===== src/rtl/pic_pkg.sv =====
package pic_pkg;

  typedef enum logic [1:0] {
    REQ_READ  = 2'd0,
    REQ_WRITE = 2'd1,
    REQ_ACK   = 2'd2,
    REQ_LINE  = 2'd3
  } req_type_t;

  localparam logic [1:0] PORT_CMD  = 2'd0;
  localparam logic [1:0] PORT_DATA = 2'd2;

  // command byte decode
  localparam int CMD_ICW1_BIT  = 4;
  localparam int CMD_OCW3_BIT  = 3;
  localparam int OCW3_RR_BIT   = 1;
  localparam int OCW3_RIS_BIT  = 0;
  localparam int ICW1_SNGL_BIT = 1;
  localparam int ICW1_IC4_BIT  = 0;

  localparam logic [2:0] EOI_SPECIFIC    = 3'b011;
  localparam logic [2:0] EOI_NONSPECIFIC = 3'b001;

  typedef enum logic [4:0] {
    INIT_IDLE = 5'b00001,
    INIT_ICW2 = 5'b00010,
    INIT_ICW3 = 5'b00100,
    INIT_ICW4 = 5'b01000,
    INIT_DONE = 5'b10000
  } init_step_t;

  typedef struct packed {
    req_type_t  req_type;
    logic [1:0] port;
    logic [7:0] wdata;
    logic [2:0] irq_line;
    logic       irq_level;
  } in_item_t;

  typedef struct packed {
    logic [7:0] rdata;
    logic [7:0] vector;
    logic       int_pending;
  } out_item_t;

endpackage


===== src/rtl/pic_in_stage.sv =====
module pic_in_stage
  import pic_pkg::*;
(
  input  logic     clk,
  input  logic     rst,
  input  logic     in_valid,
  output logic     in_ready,
  input  in_item_t in_data,
  input  logic     advance,
  output logic     stage_valid,
  output in_item_t stage_item
);

  assign in_ready = !stage_valid || advance;

  always_ff @(posedge clk) begin
    if (rst) begin
      stage_valid <= 1'b0;
    end else if (in_valid && in_ready) begin
      stage_valid <= 1'b1;
    end else if (advance) begin
      stage_valid <= 1'b0;
    end
  end

  always_ff @(posedge clk) begin
    if (in_valid && in_ready) begin
      stage_item <= in_data;
    end
  end

endmodule


===== src/rtl/pic_core.sv =====
module pic_core
  import pic_pkg::*;
(
  input  logic      clk,
  input  logic      rst,
  input  logic      step,
  input  in_item_t  item,
  output out_item_t result
);

  logic [7:0] request_bits, request_bits_next;
  logic [7:0] service_bits, service_bits_next;
  logic [7:0] mask_bits, mask_bits_next;
  logic [7:0] init_word1, init_word1_next;
  logic [7:0] vector_base, vector_base_next;
  init_step_t init_step, init_step_next;
  logic       read_service, read_service_next;

  logic [7:0] pend;
  logic [7:0] grant;
  logic [2:0] grant_idx;
  logic [7:0] eoi_bit;
  logic [7:0] line_bit;
  logic [7:0] rdata;
  logic [7:0] vec;
  init_step_t after_icw2;
  init_step_t after_icw3;

  assign pend     = request_bits & ~mask_bits;
  assign grant    = pend & (~pend + 8'd1);
  assign eoi_bit  = 8'd1 << item.wdata[2:0];
  assign line_bit = 8'd1 << item.irq_line;

  // lowest set bit wins
  always_comb begin
    grant_idx = 3'd0;
    for (int i = 7; i >= 0; i--) begin
      if (pend[i]) begin
        grant_idx = 3'(i);
      end
    end
  end

  assign after_icw3 = init_word1[ICW1_IC4_BIT] ? INIT_ICW4 : INIT_DONE;
  assign after_icw2 = init_word1[ICW1_SNGL_BIT] ? after_icw3 : INIT_ICW3;

  always_comb begin
    request_bits_next = request_bits;
    service_bits_next = service_bits;
    mask_bits_next    = mask_bits;
    init_word1_next   = init_word1;
    vector_base_next  = vector_base;
    init_step_next    = init_step;
    read_service_next = read_service;
    rdata             = 8'd0;
    vec               = 8'd0;

    case (item.req_type)
      REQ_READ: begin
        if (item.port == PORT_CMD) begin
          rdata = read_service ? service_bits : request_bits;
        end else if (item.port == PORT_DATA) begin
          rdata = mask_bits;
        end
      end
      REQ_WRITE: begin
        if (item.port == PORT_CMD) begin
          if (item.wdata[CMD_ICW1_BIT]) begin
            mask_bits_next    = 8'd0;
            init_word1_next   = item.wdata;
            init_step_next    = INIT_ICW2;
            read_service_next = 1'b0;
          end else if (!item.wdata[CMD_OCW3_BIT]) begin
            if (item.wdata[7:5] == EOI_SPECIFIC) begin
              request_bits_next = request_bits & ~eoi_bit;
              service_bits_next = service_bits & ~eoi_bit;
            end else if (item.wdata[7:5] == EOI_NONSPECIFIC) begin
              request_bits_next = request_bits & ~service_bits;
              service_bits_next = 8'd0;
            end
          end else if (item.wdata[OCW3_RR_BIT]) begin
            read_service_next = item.wdata[OCW3_RIS_BIT];
          end
        end else if (item.port == PORT_DATA) begin
          case (init_step)
            INIT_ICW2: begin
              vector_base_next = item.wdata;
              init_step_next   = after_icw2;
            end
            INIT_ICW3: init_step_next = after_icw3;
            INIT_ICW4: init_step_next = INIT_DONE;
            INIT_DONE: mask_bits_next = item.wdata;
            default: ;
          endcase
        end
      end
      REQ_ACK: begin
        if (|pend) begin
          request_bits_next = request_bits & ~grant;
          service_bits_next = service_bits | grant;
          vec               = vector_base + {5'd0, grant_idx};
        end
      end
      default: begin
        if (item.irq_level) begin
          request_bits_next = request_bits | line_bit;
        end
      end
    endcase
  end

  assign result.rdata       = rdata;
  assign result.vector      = vec;
  assign result.int_pending = |(request_bits_next & ~mask_bits_next);

  always_ff @(posedge clk) begin
    if (rst) begin
      request_bits <= 8'd0;
      service_bits <= 8'd0;
      mask_bits    <= 8'd0;
      init_word1   <= 8'd0;
      vector_base  <= 8'd0;
      init_step    <= INIT_IDLE;
      read_service <= 1'b0;
    end else if (step) begin
      request_bits <= request_bits_next;
      service_bits <= service_bits_next;
      mask_bits    <= mask_bits_next;
      init_word1   <= init_word1_next;
      vector_base  <= vector_base_next;
      init_step    <= init_step_next;
      read_service <= read_service_next;
    end
  end

endmodule


===== src/rtl/priority_interrupt_controller_top.sv =====
// flow: an accepted transaction moves from the input register to the output register
//   when the output stage can advance; one transaction per cycle while out_ready is held
//   high, through the input register, the register-update logic and the output register
// reset: synchronous rst clears request, service and mask registers, the stored
//   init bytes, the init sequence and read select, and empties both stages
module priority_interrupt_controller_top
  import pic_pkg::*;
(
  input  logic      clk,
  input  logic      rst,
  input  logic      in_valid,
  output logic      in_ready,
  input  in_item_t  in_data,
  output logic      out_valid,
  input  logic      out_ready,
  output out_item_t out_data
);

  logic      advance;
  logic      stage_valid;
  in_item_t  stage_item;
  logic      step;
  out_item_t result;

  assign advance = !out_valid || out_ready;
  assign step    = stage_valid && advance;

  pic_in_stage u_in_stage (
    .clk         (clk),
    .rst         (rst),
    .in_valid    (in_valid),
    .in_ready    (in_ready),
    .in_data     (in_data),
    .advance     (advance),
    .stage_valid (stage_valid),
    .stage_item  (stage_item)
  );

  pic_core u_core (
    .clk    (clk),
    .rst    (rst),
    .step   (step),
    .item   (stage_item),
    .result (result)
  );

  always_ff @(posedge clk) begin
    if (rst) begin
      out_valid <= 1'b0;
    end else if (advance) begin
      out_valid <= stage_valid;
    end
  end

  always_ff @(posedge clk) begin
    if (step) begin
      out_data <= result;
    end
  end

`ifndef NO_ASSERTIONS
  a_ready_when_empty: assert property (@(posedge clk) disable iff (rst)
    !out_valid |-> in_ready)
    else $error("input blocked while output stage empty");

  a_step_fills_output: assert property (@(posedge clk) disable iff (rst)
    step |=> out_valid)
    else $error("processed transaction did not reach output");

  a_vector_only_on_ack: assert property (@(posedge clk) disable iff (rst)
    (step && stage_item.req_type != REQ_ACK) |=> out_data.vector == 8'd0)
    else $error("nonzero vector on a non-acknowledge transaction");

  a_rdata_only_on_read: assert property (@(posedge clk) disable iff (rst)
    (step && stage_item.req_type != REQ_READ) |=> out_data.rdata == 8'd0)
    else $error("nonzero read data on a non-read transaction");
`endif

endmodule


===== config.mk =====
export PLATFORM = sky130hd
export DESIGN_NAME = priority_interrupt_controller_top
export DESIGN_NICKNAME = d
export VERILOG_FILES = /design/src/rtl/pic_pkg.sv /design/src/rtl/pic_in_stage.sv /design/src/rtl/pic_core.sv /design/src/rtl/priority_interrupt_controller_top.sv
export SDC_FILE = /design/constraint.sdc
export NUM_CORES = 1
export LEC_CHECK = 0
export BUFFER_PORTS_ARGS = -buffer_cell sky130_fd_sc_hd__buf_2
export CORE_UTILIZATION = 60
export DETAILED_ROUTE_END_ITERATION = 12
export PLACE_DENSITY_LB_ADDON = 0.2
export SYNTH_ARGS = -nofsm -noshare
export SYNTH_HDL_FRONTEND = slang
export SYNTH_SLANG_ARGS = --single-unit

===== constraint.sdc =====
create_clock -name clk -period 6.6 [get_ports clk]
set_input_delay 1.32 -clock clk [delete_from_list [all_inputs] [get_ports clk]]
set_output_delay 1.32 -clock clk [all_outputs]
set_load 0.02 [all_outputs]

==> summary.txt, run 1 <==
Yosys
  – Multiplexer share of the synthesized area: 0.05528
  – Largest family of logic cells by synthesized area: simple AND/OR/NAND/NOR gates
  – Post-synth top area share: 0.2487
  – Async set-reset flop share out of synthesis: 0
  – Post-Synth Adder-Cell Area: 0.02701
  – Area leader, netlist: edfxtp_1
  – Post-Synth Simple-Gate Area: 0.2318
  – Count leader, synth: nor2_1
  – Post-synth net total: 464
  – Synth Cell Area: 0.003984 mm2
  – Synth Area in XOR/XNOR: 0.01319
  – Synth Area in Compound Gates: 0.1809
  – Syn avg cell area: 9.137 um2
  – Mapped Cells: 436
  – Post-synth cell types: 56
  – Primary FF master, synth: dfxtp_1
  – Post-synth EDFFs: 33
  – Ys Warns: 0
  – Most instantiated cells after synthesis: 66 x nor2_1, 42 x dfxtp_1, 39 x a21oi_1
  – Most area-consuming cells after synthesis: edfxtp_1 25%, dfxtp_1 21%, nor2_1 6.2%
  – Register area share after synthesis: 0.4598
  – Register bit total from synthesis: 75

Floorplan
  – Die height: 83.49 um
  – Rows: 29
  – Initial Utilization: 0.6238
  – I/O Pins: 39
  – Core Box Area: 0.006386 mm2
  – Chip width: 83.49 um
  – Area of the die: 0.006970 mm2

Clock network
  – Root Driver: clkbuf_8
  – Worst-skew pair later-pin latency: 360 ps
  – Clock Pin Slew Worst Setup and Hold Paths: 80 ps
  – Cts hold-fix bufs: 0
  – CTS Sinks: 75
  – Num CTS Buffers: 9
  – Post-CTS resize count: 0
  – Max clock buf depth: 2
  – Setup Fix Bufs, Post-CTS: 0
  – TritonCTS clock tree: yes
  – H-Tree Depth: 3

Worst setup path
  – Worst path max stage delay: 200 ps
  – Most used cell, CP: buf_2
  – Startpoint Class: primary input
  – Crit path required time: 5280 ps
  – Worst path buffer plus inverter count: 2
  – Type of element capturing the critical path: primary output
  – Critical path type: in -> out
  – Worst Path Max Fanout: 3
  – WP data arrival: 1900 ps
  – Top delay family on crit path: simple AND/OR/NAND/NOR gates
  – Reg2reg setup slack: 3620 ps
  – CP max stage cell: nor2b_1
  – Critical-path cell list: buf_2, nor2b_1, nand2_1, buf_2

Timing
  – Max frequency: 311.0 MHz
  – RSZ-0062 raised after global routing: no
  – Tcrit/Tclk final: 0.4871
  – Final Critical Period: 3215 ps
  – Worst Slack Setup Final: 3385 ps
  – Fin Clk Skew: 6.522 ps
  – Slew Limit Headroom: 0.3034
  – Setup_tns: 0 ps
  – Fin. Hold Viols: 0
  – Final slew viol count: 0
  – Worst slew pin tran: 1044 ps
  – Final setup violation count: 0

Power and ir drop
  – Reg power frac: 0.524
  – Psw: 237.4 uW
  – Pint: 739.1 uW
  – Static leakage: 0.001564 uW
  – Combinational share of power: 0.067
  – Sw Share: 0.2431
  – Clock network fraction of total power: 0.409
  – Peak VDD IR: 0.1491 mV
  – PwrDens: 221.0 mW/mm2

Placement
  – Pre-CTS setup slack: 3327 ps
  – Gp weighted congestion: 0.9577
  – Hpwl dp: 7138 um
  – Port bufs: 38

Drt
  – Via density: 6.487
  – Routed wire per std cell: 18.46 um
  – Routed WL: 10080 um
  – Vias: 3542
  – ANT nets after route: 0
  – First-pass iteration count of the detailed router: 5
  – Drt drc: 0
  – Initial detailed-routing violation count: 396

Final layout
  – Ant. Diodes: 0
  – Nets: 492
  – Share of layout cells above drive strength 1: 0.1343
  – P&R area growth vs syn: 10.90%

Global routing
  – Largest net degree at the start of global routing: 43
  – Met2 usage: 0.4635
  – Met3 Usage GRT: 0.07517
  – Met1 usage: 0.4162
  – Vias in the first global route: 3274
  – Initial antenna violation count: 0
  – First-pass GRT wire length: 16490 um
  – Gr usage total: 0.3080
  – Global route overflow: 0
  – Most Crowded Layer GR: met2

Job
  – Max-cap violation count: 0

Run status
  – Run status: complete, no violations

Hold path
  – Hold WC Path Type: reg -> reg
[metal layers]
metal | up-vias | wire length [um]
met2 | 194 | 4555
li1 | 1668 | -
met3 | 30 | 876
met1 | 1650 | 4322
met5 | - | 0
met4 | 0 | 323
[power by group through the flow]
stage | Sequential [uW] | Combinational [uW] | Clock (uW)
after global placement | 521 | 63.7 | 0
after floorplan | 517 | 43.4 | 0
final | 511 | 65.6 | 400
after CTS | 510 | 64.9 | 404
after global routing | 513 | 71.7 | 420
after detailed placement | 521 | 64.7 | 0
[cell families (layout without fill, tap and decap cells)]
| logic type | count (synthesis) | count (layout) |
|---|---|---|
| adders and majority gates | 8 | 8 |
| xor gates and xnor gates | 6 | 6 |
| buffers and inverters | 34 | 67 |
| DFF | 75 | 75 |
| muxes | 22 | 22 |
| and+or+nand+nor | 183 | 183 |
| AOI/OAI and AO/OA | 108 | 108 |
[final cells by class]
cell class	instances	area, um2
well taps	77	96.34
clock inverters	6	88.84
fillers	499	1968
flip-flops and latches	75	1832
inverters	13	48.80
multi-input cells	327	2024
repair buffers	38	190.2
clock buffers	10	137.6
[worst min-delay path: stages, from the launching register on]
cell and delay [ps]:
dfxtp_1 340, nand2_1 60, a21oi_1 50
[sequential cells by signal (all words and copies together) (netlist names)]
name,flops
out_data,17
out_valid,1
u_core.init_step,5
u_core.init_word1,2
u_core.mask_bits,8
u_core.read_service,1
u_core.request_bits,8
u_core.service_bits,8
u_core.vector_base,8
u_in_stage.stage_item,16
u_in_stage.stage_valid,1
[layout by cell type, fill, tap and decap left out, drive strengths merged, types with 9 or more instances in the layout]
master | synthesis | layout
nor2b | 12 | 12
o21ai | 12 | 12
edfxtp | 33 | 33
nor2 | 66 | 66
a31oi | 9 | 9
nand2 | 29 | 29
mux2i | 22 | 22
dfxtp | 42 | 42
inv | 13 | 13
a21oi | 40 | 40
nand2b | 10 | 10
clkbuf | 20 | 10
buf | 1 | 38
nor3 | 15 | 15
nand3 | 11 | 11
[worst paths after layout]
kind	from	end	cells past startpoint
hold reg to reg	u_core.service_bits[4]	u_core.service_bits[4]	2
setup reg to reg	u_in_stage.stage_item[13]	out_data[0]	6
hold / removal	u_core.service_bits[4]	u_core.service_bits[4]	2
setup / recovery	out_ready	in_ready	4
[stage by stage]
| step | cells | power, uW | hold WS, ps | utilization | cell area (um2) |
|---|---|---|---|---|---|
| after detailed placement | 530 | 585.9 | 470.4 | 0.6563 | 4192 |
| after global routing | 546 | 1004 | 519.7 | 0.6918 | 4418 |
| final | 546 | 976.5 | 487.9 | 0.6918 | 4418 |
| after CTS | 546 | 979.1 | 481.3 | 0.6918 | 4418 |
| after global placement | 530 | 584.4 | 474.2 | 0.6563 | 4192 |
| after floorplan | 436 | 560.7 | 439.8 | - | 3984 |
No activity file was read; power rests on OpenSTA's default activity.
==> run 2, diff against run 1 <==
--- a/config.mk
+++ b/config.mk
@@ -6,7 +6,7 @@
 export NUM_CORES = 1
 export LEC_CHECK = 0
 export BUFFER_PORTS_ARGS = -buffer_cell sky130_fd_sc_hd__buf_2
-export CORE_UTILIZATION = 60
+export CORE_UTILIZATION = 59
 export DETAILED_ROUTE_END_ITERATION = 12
 export PLACE_DENSITY_LB_ADDON = 0.2
 export SYNTH_ARGS = -nofsm -noshare
==> constraint.sdc (replaced) <==
create_clock -name clk -period 3.18 [get_ports clk]
set_input_delay 0.636 -clock clk [delete_from_list [all_inputs] [get_ports clk]]
set_output_delay 0.636 -clock clk [all_outputs]
set_load 0.02 [all_outputs]
==> run 2 against run 1 <==
The flow now finishes with violations (DRC). Wire length is 8.4% higher. Clock skew is 5.7 ps higher. Global-route usage is 1.2 points higher. Hold slack worse by 41 ps. Die area is 1.6% higher. Critical endpoint is now out_data[0]. Highest routed layer unchanged.
==> summary.txt, run 2 (synthesis gave the netlist of run 1 again) <==
Clock network
  – Worst-skew pair later-pin latency: 370 ps
  – H-Tree Depth: 3
  – Setup Fix Bufs, Post-CTS: 0
  – TritonCTS clock tree: yes
  – Root Driver: clkbuf_8
  – Cts hold-fix bufs: 0
  – Clock Pin Slew Worst Setup and Hold Paths: 80 ps
  – CTS Sinks: 75
  – Max clock buf depth: 2
  – Num CTS Buffers: 9
  – Post-CTS resize count: 0

Final layout
  – Ant. Diodes: 0
  – Design Area, Final: 0.004534 mm2
  – FF/Latch Area: 0.001832 mm2
  – Cell Count, Final, Fillers Out: 557
  – Top flop regs: out_data x17, u_in_stage.stage_item x16
  – Commonest non-fill, non-tap cell in the layout: nor2_1
  – Largest register FFs: 17
  – Nets: 503
  – P&R area growth vs syn: 13.82%
  – Share of layout cells above drive strength 1: 0.1500
  – Most frequent cells in the layout: 66 x nor2_1, 42 x dfxtp_1, 39 x a21oi_1, 38 x buf_2, 33 x edfxtp_1
  – Filler Cell Count: 521
  – Multi-input logic area: 0.002024 mm2
  – Top reg by flops: out_data

Global routing
  – Largest net degree at the start of global routing: 43
  – Global route overflow: 0
  – Vias in the first global route: 3327
  – Initial antenna violation count: 0
  – Gr usage total: 0.3202
  – First-pass GRT wire length: 17130 um

Drt
  – Via density: 6.433
  – Vias: 3583
  – ANT nets after route: 0
  – First-pass iteration count of the detailed router: 9
  – Routed wire per std cell: 19.60 um
  – Initial detailed-routing violation count: 407
  – Drt drc: 4
  – Routed WL: 10920 um

Placement
  – Placed cell area: 0.004274 mm2
  – Port bufs: 38
  – DP Cell Count: 541
  – Gp weighted congestion: 1.023
  – Hpwl dp: 7947 um

Worst setup path
  – Crit path from: u_in_stage.stage_item[7]
  – WP data arrival: 2820 ps
  – Reg2reg setup slack: 470 ps
  – Crit path required time: 3290 ps
  – Top delay family on crit path: compound AO/OA/AOI/OAI gates
  – CP max stage cell: or4_4
  – FF-to-FF Start: u_in_stage.stage_item[7]
  – Worst Path Max Fanout: 5
  – Critical-path cell list: or4_4, a211o_1, a31oi_1, a221oi_1, a2111oi_2, nand4_1
  – Critical path type: reg -> reg
  – Worst path buffer plus inverter count: 0
  – Worst path max stage delay: 590 ps
  – Type of element capturing the critical path: register
  – Startpoint Class: register

Floorplan
  – Initial Utilization: 0.6203
  – Core Box Area: 0.006422 mm2
  – Area of the die: 0.007085 mm2
  – Rows: 29
  – I/O Pins: 39
  – Chip width: 84.17 um
  – Die height: 84.17 um

Hold path
  – Hold path start: in_data[10]
  – Hold WC Path Type: in -> reg

Power and ir drop
  – Pint: 1665 uW
  – Static leakage: 0.001639 uW
  – Peak VDD IR: 0.3489 mV
  – PwrDens: 474.3 mW/mm2
  – Clock network fraction of total power: 0.438
  – Psw: 485.2 uW
  – Combinational share of power: 0.072
  – Reg power frac: 0.490
  – Sw Share: 0.2256

Timing
  – Fin Clk Skew: 12.25 ps
  – Final Critical Period: 2707 ps
  – Slew Limit Headroom: 0.4505
  – Final slew viol count: 0
  – RSZ-0062 raised after global routing: no
  – Worst slew pin tran: 824.3 ps
  – Final setup violation count: 0
  – Max frequency: 369.5 MHz
  – Tcrit/Tclk final: 0.8511
  – Setup_tns: 0 ps
  – Fin. Hold Viols: 0

Job
  – Max-cap violation count: 0

Run status
  – Failing checks: DRC
  – Run status: finished, violations left
[run 2: cell count changes in the layout (fill, tap and decap cells not counted)]
cell	before	now
clkbuf_1	0	1
clkinvlp_4	2	0
clkinv_1	0	1
clkbuf_16	0	1
clkinv_2	1	0
bufinv_16	2	3
clkinv_4	1	0
buf_4	0	11
[run 2: layout make-up]
type,instances,area share
Clock inverter,4,0.02070
Multi-Input combinational cell,327,0.4465
Timing Repair Buffer,49,0.06015
Sequential cell,75,0.4040
Tap cell,77,0.02125
Clock buffer,12,0.03670
Inverter,13,0.01076
[run 2: path summary, 6_finish.rpt]
check,endpoint,depth (start not counted)
worst min register to register,u_core.service_bits[4],2
worst max-delay path,out_data[0],6
worst max register to register,out_data[0],6
worst min-delay path,u_in_stage.stage_item[10],1
[run 2: metrics by stage]
step,total power [uW],utilization,hold WS (ps),setup WS [ps]
2_1_floorplan,1164,-,439.8,761.7
3_3_place_gp,1225,0.6655,481.2,613.8
3_5_place_dp,1226,0.6655,489.7,549.0
4_1_cts,2152,0.7060,442.7,536.8
5_1_grt,2207,0.7060,437.7,304.3
6_report,2151,0.7060,446.5,473.4
[run 2: power groups by stage]
stage / clock network [uW] / logic, uW / registers, uW
2_1_floorplan: 0 / 90.1 / 1070
3_3_place_gp: 0 / 151 / 1070
3_5_place_dp: 0 / 151 / 1080
4_1_cts: 948 / 152 / 1050
5_1_grt: 986 / 165 / 1060
6_report: 942 / 154 / 1050
[run 2: per-layer routing]
metal / share of wire / up-vias / global-route usage
met5: 0 / - / 0
met4: 0.031 / 0 / 0.1270
met3: 0.099 / 38 / 0.07276
met2: 0.45 / 205 / 0.4955
met1: 0.42 / 1649 / 0.4387
li1: - / 1691 / -
==> run 3, diff against run 2 <==
--- a/config.mk
+++ b/config.mk
@@ -6,7 +6,8 @@
 export NUM_CORES = 1
 export LEC_CHECK = 0
 export BUFFER_PORTS_ARGS = -buffer_cell sky130_fd_sc_hd__buf_2
-export CORE_UTILIZATION = 59
+export CORE_MARGIN = 1
+export CORE_UTILIZATION = 35
 export DETAILED_ROUTE_END_ITERATION = 12
 export PLACE_DENSITY_LB_ADDON = 0.2
 export SYNTH_ARGS = -nofsm -noshare
==> run 3 against run 2 <==
The run now ends clean. Register-to-register slack about the same. Via count decreased by 2.7%. Total power increased by 8.5%. Hold slack improved by 23 ps. Global-route usage decreased by 11 points. Cell count increased by 11%. Design area increased by 3.1%. Sequential share of layout area decreased by 1.2 points. Clock power increased by 19%. Worst setup slack got worse by 9.2 ps. Critical path type unchanged.
==> summary.txt, run 3 (synthesis gave the netlist of run 1 again) <==
Final layout
  – Largest register FFs: 17
  – Top reg by flops: out_data
  – P&R area growth vs syn: 17.37%
  – Share of layout cells above drive strength 1: 0.1506
  – Nets: 501
  – Top flop regs: out_data x17, u_in_stage.stage_item x16
  – Most frequent cells in the layout: 66 x nor2_1, 42 x dfxtp_1, 39 x a21oi_1, 38 x buf_2, 33 x edfxtp_1
  – Commonest non-fill, non-tap cell in the layout: nor2_1
  – Ant. Diodes: 0

Drt
  – Drt drc: 0
  – Vias: 3486
  – Routed wire per std cell: 18.23 um
  – ANT nets after route: 0
  – Initial detailed-routing violation count: 235
  – Routed WL: 11270 um
  – Via density: 5.641
  – First-pass iteration count of the detailed router: 5

Global routing
  – First-pass GRT wire length: 18240 um
  – Global route overflow: 0
  – Met1 usage: 0.2711
  – Met3 Usage GRT: 0.05200
  – Largest net degree at the start of global routing: 43
  – Gr usage total: 0.2060
  – Vias in the first global route: 3387
  – Most Crowded Layer GR: met2
  – Initial antenna violation count: 0
  – Met2 usage: 0.3232

Floorplan
  – I/O Pins: 39
  – Rows: 38
  – Chip width: 108.7 um
  – Area of the die: 0.01181 mm2
  – Core Box Area: 0.01098 mm2
  – Die height: 108.7 um
  – Initial Utilization: 0.3627

Clock network
  – TritonCTS clock tree: yes
  – Worst-skew pair later-pin latency: 340 ps
  – Clock Pin Slew Worst Setup and Hold Paths: 60 ps
  – Root Driver: clkbuf_16
  – Num CTS Buffers: 9
  – H-Tree Depth: 3
  – Max clock buf depth: 2
  – Setup Fix Bufs, Post-CTS: 0
  – Cts hold-fix bufs: 0
  – CTS Sinks: 75
  – Post-CTS resize count: 0

Worst setup path
  – Worst path max stage delay: 480 ps
  – Critical-path cell list: inv_1, ha_1, inv_1, nor3_1, buf_4, a21o_1, a221oi_1, a2111oi_2, nand4_1
  – Type of element capturing the critical path: register
  – Most used cell, CP: inv_1
  – Startpoint Class: register
  – Crit path required time: 3260 ps
  – Critical path type: reg -> reg
  – WP data arrival: 2790 ps
  – Worst Path Max Fanout: 11
  – CP max stage cell: ha_1

Timing
  – Tcrit/Tclk final: 0.8540
  – Slew Limit Headroom: 0.4398
  – Hold WS: 469.5 ps
  – Setup_tns: 0 ps
  – Final setup violation count: 0
  – Final Critical Period: 2716 ps
  – Fin Clk Skew: 8.744 ps
  – Final slew viol count: 0
  – RSZ-0062 raised after global routing: no
  – Fin. Hold Viols: 0
  – Worst slew pin tran: 840.3 ps
  – Max frequency: 368.2 MHz

Power and ir drop
  – Power, Total: 2333 uW
  – PwrDens: 498.9 mW/mm2
  – Static leakage: 0.001651 uW
  – Peak VDD IR: 0.2667 mV

Run status
  – Run status: complete, no violations

Placement
  – Gp weighted congestion: 0.9087
  – Port bufs: 38
  – Hpwl dp: 8356 um

Job
  – Max-cap violation count: 0

Hold path
  – Hold WC Path Type: in -> reg
run 3: path summary, 6_finish.rpt:
check | from | end | slack, ps | cells past startpoint
setup reg to reg | u_in_stage.stage_item[15] | out_data[0] | 460 | 9
hold / removal | in_data[11] | u_in_stage.stage_item[11] | 470 | 1
setup / recovery | u_in_stage.stage_item[15] | out_data[0] | 460 | 9
hold reg to reg | u_core.vector_base[2] | u_core.vector_base[2] | 500 | 2
run 3: routing by layer:
metal,share of wire,up-vias,wire length (um)
met4,0.024,0,266
met3,0.086,21,965
met1,0.44,1603,4975
li1,-,1685,-
met5,0,-,0
met2,0.45,177,5059
run 3: stage by stage:
step / instances / area, um2 / utilization / setup WS [ps]
6_report: 618 / 4676 / 0.4257 / 464.2
3_3_place_gp: 602 / 4350 / 0.3961 / 552.0
5_1_grt: 618 / 4676 / 0.4257 / 235.9
3_5_place_dp: 602 / 4350 / 0.3961 / 504.3
2_1_floorplan: 436 / 3984 / - / 761.7
4_1_cts: 618 / 4676 / 0.4257 / 501.9
run 3: area by class of cell:
type                       count  area (um2)
inverter                      13       48.80
clock buffer                   9       225.2
fill                        1090        6307
multi-input combinational    327        2024
clock inverter                 7       100.1
sequential                    75        1832
timing repair buffer          47       270.3
tap                          140       175.2
run 3: worst max-delay path, delay by kind of cell, from the launching register on:
kind            cells  cell delay, ps
compound gates      3             580
flops               1             420
buf+inv             3             610
fa+ha+maj           1             480
simple gates        2             380
run 3: power breakdown:
part | total [uW] | internal [uW] | switching, uW
Clock | 1120 | 693 | 429
Sequential | 1060 | 1030 | 26.7
Combinational | 155 | 49.5 | 105
